<file path="src/design/lndr_pkg.sv">
`default_nettype none
package lndr_pkg;

    localparam int CFG_IDX_W = 3;

    localparam logic [CFG_IDX_W-1:0] REG_K1     = 3'd0;
    localparam logic [CFG_IDX_W-1:0] REG_K2     = 3'd1;
    localparam logic [CFG_IDX_W-1:0] REG_K3     = 3'd2;
    localparam logic [CFG_IDX_W-1:0] REG_INVMAG = 3'd3;
    localparam logic [CFG_IDX_W-1:0] REG_RNORM  = 3'd4;
    localparam logic [CFG_IDX_W-1:0] REG_CX     = 3'd5;
    localparam logic [CFG_IDX_W-1:0] REG_CY     = 3'd6;
    localparam logic [CFG_IDX_W-1:0] REG_DIMS   = 3'd7;

    localparam logic signed [31:0] WARP_ONE = 32'sh0100_0000;
    localparam logic [7:0]         FRAC_MAX = 8'd255;

    typedef struct packed {
        logic [11:0] out_x;
        logic [11:0] out_y;
    } t_req;

    typedef struct packed {
        logic        inside_res;
        logic [11:0] src_col;
        logic [11:0] src_row;
        logic [25:0] byte_offset;
        logic [7:0]  frac_x;
        logic [7:0]  frac_y;
    } t_res;

    typedef struct packed {
        logic signed [31:0] k1;
        logic signed [31:0] k2;
        logic signed [31:0] k3;
        logic signed [31:0] sc;
        logic [31:0]        rn;
        logic signed [20:0] cx8;
        logic signed [20:0] cy8;
        logic [11:0]        w;
        logic [11:0]        h;
        logic [11:0]        xlim;
        logic [11:0]        ylim;
        logic               identity;
    } t_cfg;

    typedef struct packed {
        logic               beyond;
        logic [11:0]        x;
        logic [11:0]        y;
        logic signed [31:0] dx;
        logic signed [31:0] dy;
    } t_tok;

    function automatic logic signed [31:0] sat_d(input logic signed [36:0] v);
        logic signed [31:0] r;
        if (v > 37'sd2147483647) begin
            r = 32'sh7fff_ffff;
        end else if (v < -37'sd2147483647) begin
            r = 32'sh8000_0001;
        end else begin
            r = v[31:0];
        end
        return r;
    endfunction

    function automatic logic signed [31:0] sat32(input logic signed [40:0] v);
        logic signed [31:0] r;
        if (v > 41'sd2147483647) begin
            r = 32'sh7fff_ffff;
        end else if (v < -41'sd2147483648) begin
            r = 32'sh8000_0000;
        end else begin
            r = v[31:0];
        end
        return r;
    endfunction

endpackage
`default_nettype wire

</file>
<file path="src/design/lndr_cfg.sv">
`default_nettype none
module lndr_cfg (
    input  wire                             i_clk,
    input  wire                             i_rst_n,
    input  wire                             i_cfg_valid,
    input  wire [lndr_pkg::CFG_IDX_W-1:0]   i_cfg_index,
    input  wire [31:0]                      i_cfg_data,
    output logic                            o_cfg_ready,
    output lndr_pkg::t_cfg                  o_cfg
);
    import lndr_pkg::*;

    logic [31:0] r_k1, r_k2, r_k3, r_sc, r_rn;
    logic [20:0] r_cx, r_cy;
    logic [23:0] r_dims;
    logic        n_cdef;
    logic [11:0] n_xlim, n_ylim;

    assign o_cfg_ready = 1'b1;

    always_ff @(posedge i_clk) begin
        if (!i_rst_n) begin
            r_k1   <= 32'd0;
            r_k2   <= 32'd0;
            r_k3   <= 32'd0;
            r_sc   <= 32'h0100_0000;
            r_rn   <= 32'd0;
            r_cx   <= 21'd0;
            r_cy   <= 21'd0;
            r_dims <= 24'd0;
        end else if (i_cfg_valid) begin
            case (i_cfg_index)
                REG_K1:     r_k1   <= i_cfg_data;
                REG_K2:     r_k2   <= i_cfg_data;
                REG_K3:     r_k3   <= i_cfg_data;
                REG_INVMAG: r_sc   <= i_cfg_data;
                REG_RNORM:  r_rn   <= i_cfg_data;
                REG_CX:     r_cx   <= i_cfg_data[20:0];
                REG_CY:     r_cy   <= i_cfg_data[20:0];
                REG_DIMS:   r_dims <= i_cfg_data[23:0];
                default: begin
                end
            endcase
        end
    end

    always_comb begin
        n_xlim = r_dims[11:0] - 12'd1;
        n_ylim = r_dims[23:12] - 12'd1;
        n_cdef = r_cx[20] || (r_cx == 21'd0) || r_cy[20] || (r_cy == 21'd0);
        o_cfg.k1   = $signed(r_k1);
        o_cfg.k2   = $signed(r_k2);
        o_cfg.k3   = $signed(r_k3);
        o_cfg.sc   = $signed(r_sc);
        o_cfg.rn   = r_rn;
        o_cfg.cx8  = n_cdef ? $signed({2'b0, n_xlim, 7'b0}) : $signed(r_cx);
        o_cfg.cy8  = n_cdef ? $signed({2'b0, n_ylim, 7'b0}) : $signed(r_cy);
        o_cfg.w    = r_dims[11:0];
        o_cfg.h    = r_dims[23:12];
        o_cfg.xlim = n_xlim;
        o_cfg.ylim = n_ylim;
        o_cfg.identity = r_sc[31] || (r_sc == 32'd0) ||
                         (($signed(r_sc) == WARP_ONE) && (r_k1 == 32'd0) &&
                          (r_k2 == 32'd0) && (r_k3 == 32'd0));
    end

endmodule
`default_nettype wire

</file>
<file path="config.mk">
export PLATFORM = sky130hd
export DESIGN_NAME = lndr_cfg
export DESIGN_NICKNAME = d
export VERILOG_FILES = /design/src/design/lndr_pkg.sv /design/src/design/lndr_cfg.sv
export SDC_FILE = /design/constraint.sdc
export NUM_CORES = 1
export LEC_CHECK = 0
export BUFFER_PORTS_ARGS = -buffer_cell sky130_fd_sc_hd__buf_2
export CAP_MARGIN = 20
export CORE_MARGIN = 8
export CORE_UTILIZATION = 47
export DETAILED_ROUTE_END_ITERATION = 6
export PLACE_DENSITY = 0.77
export SYNTH_ARGS = -nofsm -noshare
export SYNTH_HDL_FRONTEND = slang
export SYNTH_SLANG_ARGS = --single-unit
</file>
<file path="constraint.sdc">
create_clock -name i_clk -period 1.75 [get_ports i_clk]
set_clock_uncertainty 0.05 [all_clocks]
set_input_delay 0.0875 -clock i_clk [delete_from_list [all_inputs] [get_ports i_clk]]
set_output_delay 0.0875 -clock i_clk [all_outputs]
set_load 0.05 [all_outputs]
</file>
==> summary.md <==
| Metric | Value |
|---|---|
| Count of different cell masters after synthesis | 35 |
| CP arrival | 2620 ps |
| Post-layout worst setup margin | -1008 ps |
| Fraction of registers with async set/reset | 0% |
| Count of pins over their slew limit | 0 |
| Worst slack at placement | -580.4 ps |
| Last weighted congestion value of the routability-driven placer | 0.8435 |
| Share of layout cells above drive strength 1 | 43.88% |
| Worst setup path startpoint | r_dims[5] |
| Estimated wirelength of the detail-placed design | 25.59 mm |
| Via Count | 10576 |
| Total instance count after detailed placement | 1840 |
| Outcome | finished, violations left |
| Count of state elements after synthesis | 226 |
| GRT Resource Usage Total | 31.19% |
| Startpoint Class | flop |
| Total wire length after detailed routing | 42.53 mm |
| Number of global-route vias before repair | 10582 |
| Yosys warns | 0 |
| Placeable core region | 20170 sq um |
| Number of buffers on the longest clock path | 3 |
| Layout Area Growth over Synthesis | 61.17% |
| Standard-cell rows | 52 |
| Height of the die | 159.0 um |
| Share of the cycle needed by the critical path after routing | 157.6% |
| Layout net count | 1690 |
| Max-cap violations | 0 |
| Number of DRC violations after detailed routing | 0 |
| Start of the worst register-to-register path | r_k2[22] |
| Max VDD drop | 0.7588 mV |
| End point of the critical path | o_cfg[88] |
| Count of placed standard cells in the final layout, fillers left out | 1938 |
| Number of buffers inserted by port buffering | 286 |
| Clock tree from TritonCTS | done |
| Largest fanout on the critical path | 2 |
| Proportion of synthesized chip area in sequential cells | 47.06% |
| Worst-case reg-to-reg path depth | 3 |
| Fmax | 0.3626 GHz |
| Wire per inst | 21.95 um |
| Required time at the worst-slack endpoint | 1610 ps |
| Final Critical Period | 2758 ps |
| Failing checks | negative setup slack |
| Commonest cells after routing, fill and taps aside | 460 x sky130_fd_sc_hd__nand2_1, 222 x sky130_fd_sc_hd__buf_2, 221 x sky130_fd_sc_hd__a21boi_0 |
| Initial core utilization | 47.67% |
| P_leak | 6.720 nW |
| Initial antenna violation count | 2 |
| Total overflow reported by the global router | 0 |
| Most frequently used flop master after synthesis | sky130_fd_sc_hd__dfxtp_1 |
| Width of the chip | 159.0 um |
| Fin area | 15490 sq um |
| Syn Area/Cell | 8.127 sq um |
| Utilization after layout | 76.82% |
| Total power draw | 14.27 mW |
| DRT iter0 DRCs | 833 |
| HP Class | input port to flop |
| Number of flops mapped to enable cells by yosys | 0 |
| TritonCTS sink count | 226 |
| First-pass DRT Iterations | 5 |
| I/O pin count | 290 |
| Number of vias per cell after detailed routing | 5.457 |
| Gate count after technology mapping | 1183 |
| RSZ-0062 raised after global routing | yes |
| Max H-tree Level | 1 |
| Skew-Pair Late Insertion Delay | 510 ps |
| Total clock buffers created by CTS | 24 |
| CTS root buf | sky130_fd_sc_hd__clkbuf_16 |
| Global-route wire length before repair | 63.02 mm |
| Element type at the critical path end | output pin |
| Clock-pin transition on the worst setup and hold timing paths | 60 ps |
| Die footprint | 25290 sq um |
| Power Dens Cells | 920.9 nW/um^2 |
| Setup Viol. Count Final | 61 |
| Reg2Reg Setup Slack | 730 ps |
| Antenna violation net count after detailed routing | 0 |
| Most common cell after layout, fill and taps aside | sky130_fd_sc_hd__nand2_1 |
| Pin count of the biggest net entering global routing | 87 |
| Diodes inserted | 0 |
| Critical path class | flop to output pin |
| Count of final hold-check violations | 0 |
| Cell area after synthesis | 9614 sq um |
| Dpl cell area | 13220 sq um |
| Reg-to-reg endpoint | r_k2[22] |
==> per-stage QoR <==
stage          hold WS, ps  TNS (ps)
6_report             158.2    -43410
2_1_floorplan        160.7     -9828
3_5_place_dp         357.6     -9392
5_1_grt              186.1    -45550
3_3_place_gp         358.6     -9201
4_1_cts              124.6    -37290
==> registers in the layout, summed over array words and instances (netlist names) <==
register  count
r_cy         21
r_sc         32
r_rn         32
r_cx         21
r_dims       24
r_k2         32
r_k1         32
r_k3         32
==> critical path: stages, from the launching register on <==
cell,delay (ps)
sky130_fd_sc_hd__dfxtp_4,340
sky130_fd_sc_hd__or4_4,540
sky130_fd_sc_hd__or3_4,360
sky130_fd_sc_hd__nor3_4,270
sky130_fd_sc_hd__xor2_4,140
sky130_fd_sc_hd__mux2_4,300
sky130_fd_sc_hd__buf_8,150
==> repair_timing <==
item | 4_1_cts | 5_1_grt
pin swaps | 33 | 12
hold buffers | 33 | 0
gates cloned | 7 | 0
gates resized for setup | 232 | 27
buffers inserted | 9 | 8
endpoints found under the setup margin | 62 | 63
endpoints found under the hold margin | 226 | 0
==> per-layer routing <==
layer | GRT usage (%) | routed length, um
met2 | 53.89 | 20880
met3 | 8.557 | 4028
met5 | 0 | 23
met1 | 34.85 | 15510
met4 | 15.52 | 2091
==> cell usage after synthesis, types with 2 or more instances <==
master                     instances  share of area, %
sky130_fd_sc_hd__nand2_1         464                18
sky130_fd_sc_hd__buf_4            23               1.8
sky130_fd_sc_hd__clkbuf_1         71               2.8
sky130_fd_sc_hd__a21boi_0        221                17
sky130_fd_sc_hd__conb_1            2             0.078
sky130_fd_sc_hd__xor2_1           14               1.3
sky130_fd_sc_hd__buf_2             3              0.16
sky130_fd_sc_hd__and2_1           16               1.0
sky130_fd_sc_hd__nor4_1           42               2.7
sky130_fd_sc_hd__xnor2_1           4              0.36
sky130_fd_sc_hd__ha_1              2              0.26
sky130_fd_sc_hd__nor3_1            9              0.47
sky130_fd_sc_hd__nor2_1           14              0.55
sky130_fd_sc_hd__inv_1             6              0.23
sky130_fd_sc_hd__nand2b_1          5              0.33
sky130_fd_sc_hd__a21boi_1          4              0.31
sky130_fd_sc_hd__and3_1            2              0.13
sky130_fd_sc_hd__or4_1             3              0.23
sky130_fd_sc_hd__mux2_1            8              0.94
sky130_fd_sc_hd__dfxtp_1         226                47
sky130_fd_sc_hd__nand4_1           8              0.52
sky130_fd_sc_hd__mux2_2           16               1.9
sky130_fd_sc_hd__nor2b_1           3              0.20
sky130_fd_sc_hd__nand3_1           6              0.31
==> kinds of logic (layout without fill, tap and decap cells) <==
family | after synthesis | in the layout | share of synthesized area [%]
and+or+nand+nor | 578 | 578 | 25.21
AOI/OAI and AO/OA | 230 | 230 | 17.99
DFF | 226 | 226 | 47.06
buffers and inverters | 103 | 587 | 4.958
muxes | 24 | 24 | 2.811
xor gates and xnor gates | 18 | 18 | 1.640
adders and majority gates | 2 | 2 | 0.2602
other | 2 | 3 | 0.07811
==> area by class of cell <==
class / instances / area [sq um]
well taps: 270 / 337.8
clock buffers: 35 / 683.2
repair buffers: 537 / 4219
inverters: 6 / 30.03
fillers: 1283 / 4674
flip-flops and latches: 226 / 4686
multi-input cells: 855 / 5446
clock inverters: 9 / 92.59
==> power by group <==
| group | internal (mW) | switching [mW] |
|---|---|---|
| logic | 1.60 | 2.31 |
| registers | 5.23 | 0.0814 |
| clock network | 3.00 | 2.06 |
==> worst min path at each step <==
stage / from / slack (ps) / to / depth (start not counted)
final: i_cfg_index[2] / 160 / r_cx[10] / 5
after CTS: i_cfg_index[2] / 120 / r_cx[0] / 5
after detailed placement: i_cfg_data[30] / 360 / r_k1[30] / 3
after global placement: i_cfg_data[30] / 360 / r_k1[30] / 3
after floorplan: i_cfg_data[24] / 160 / r_sc[24] / 2
after global routing: i_cfg_index[1] / 190 / r_k1[8] / 5
Power figures use the tool's default switching activity.
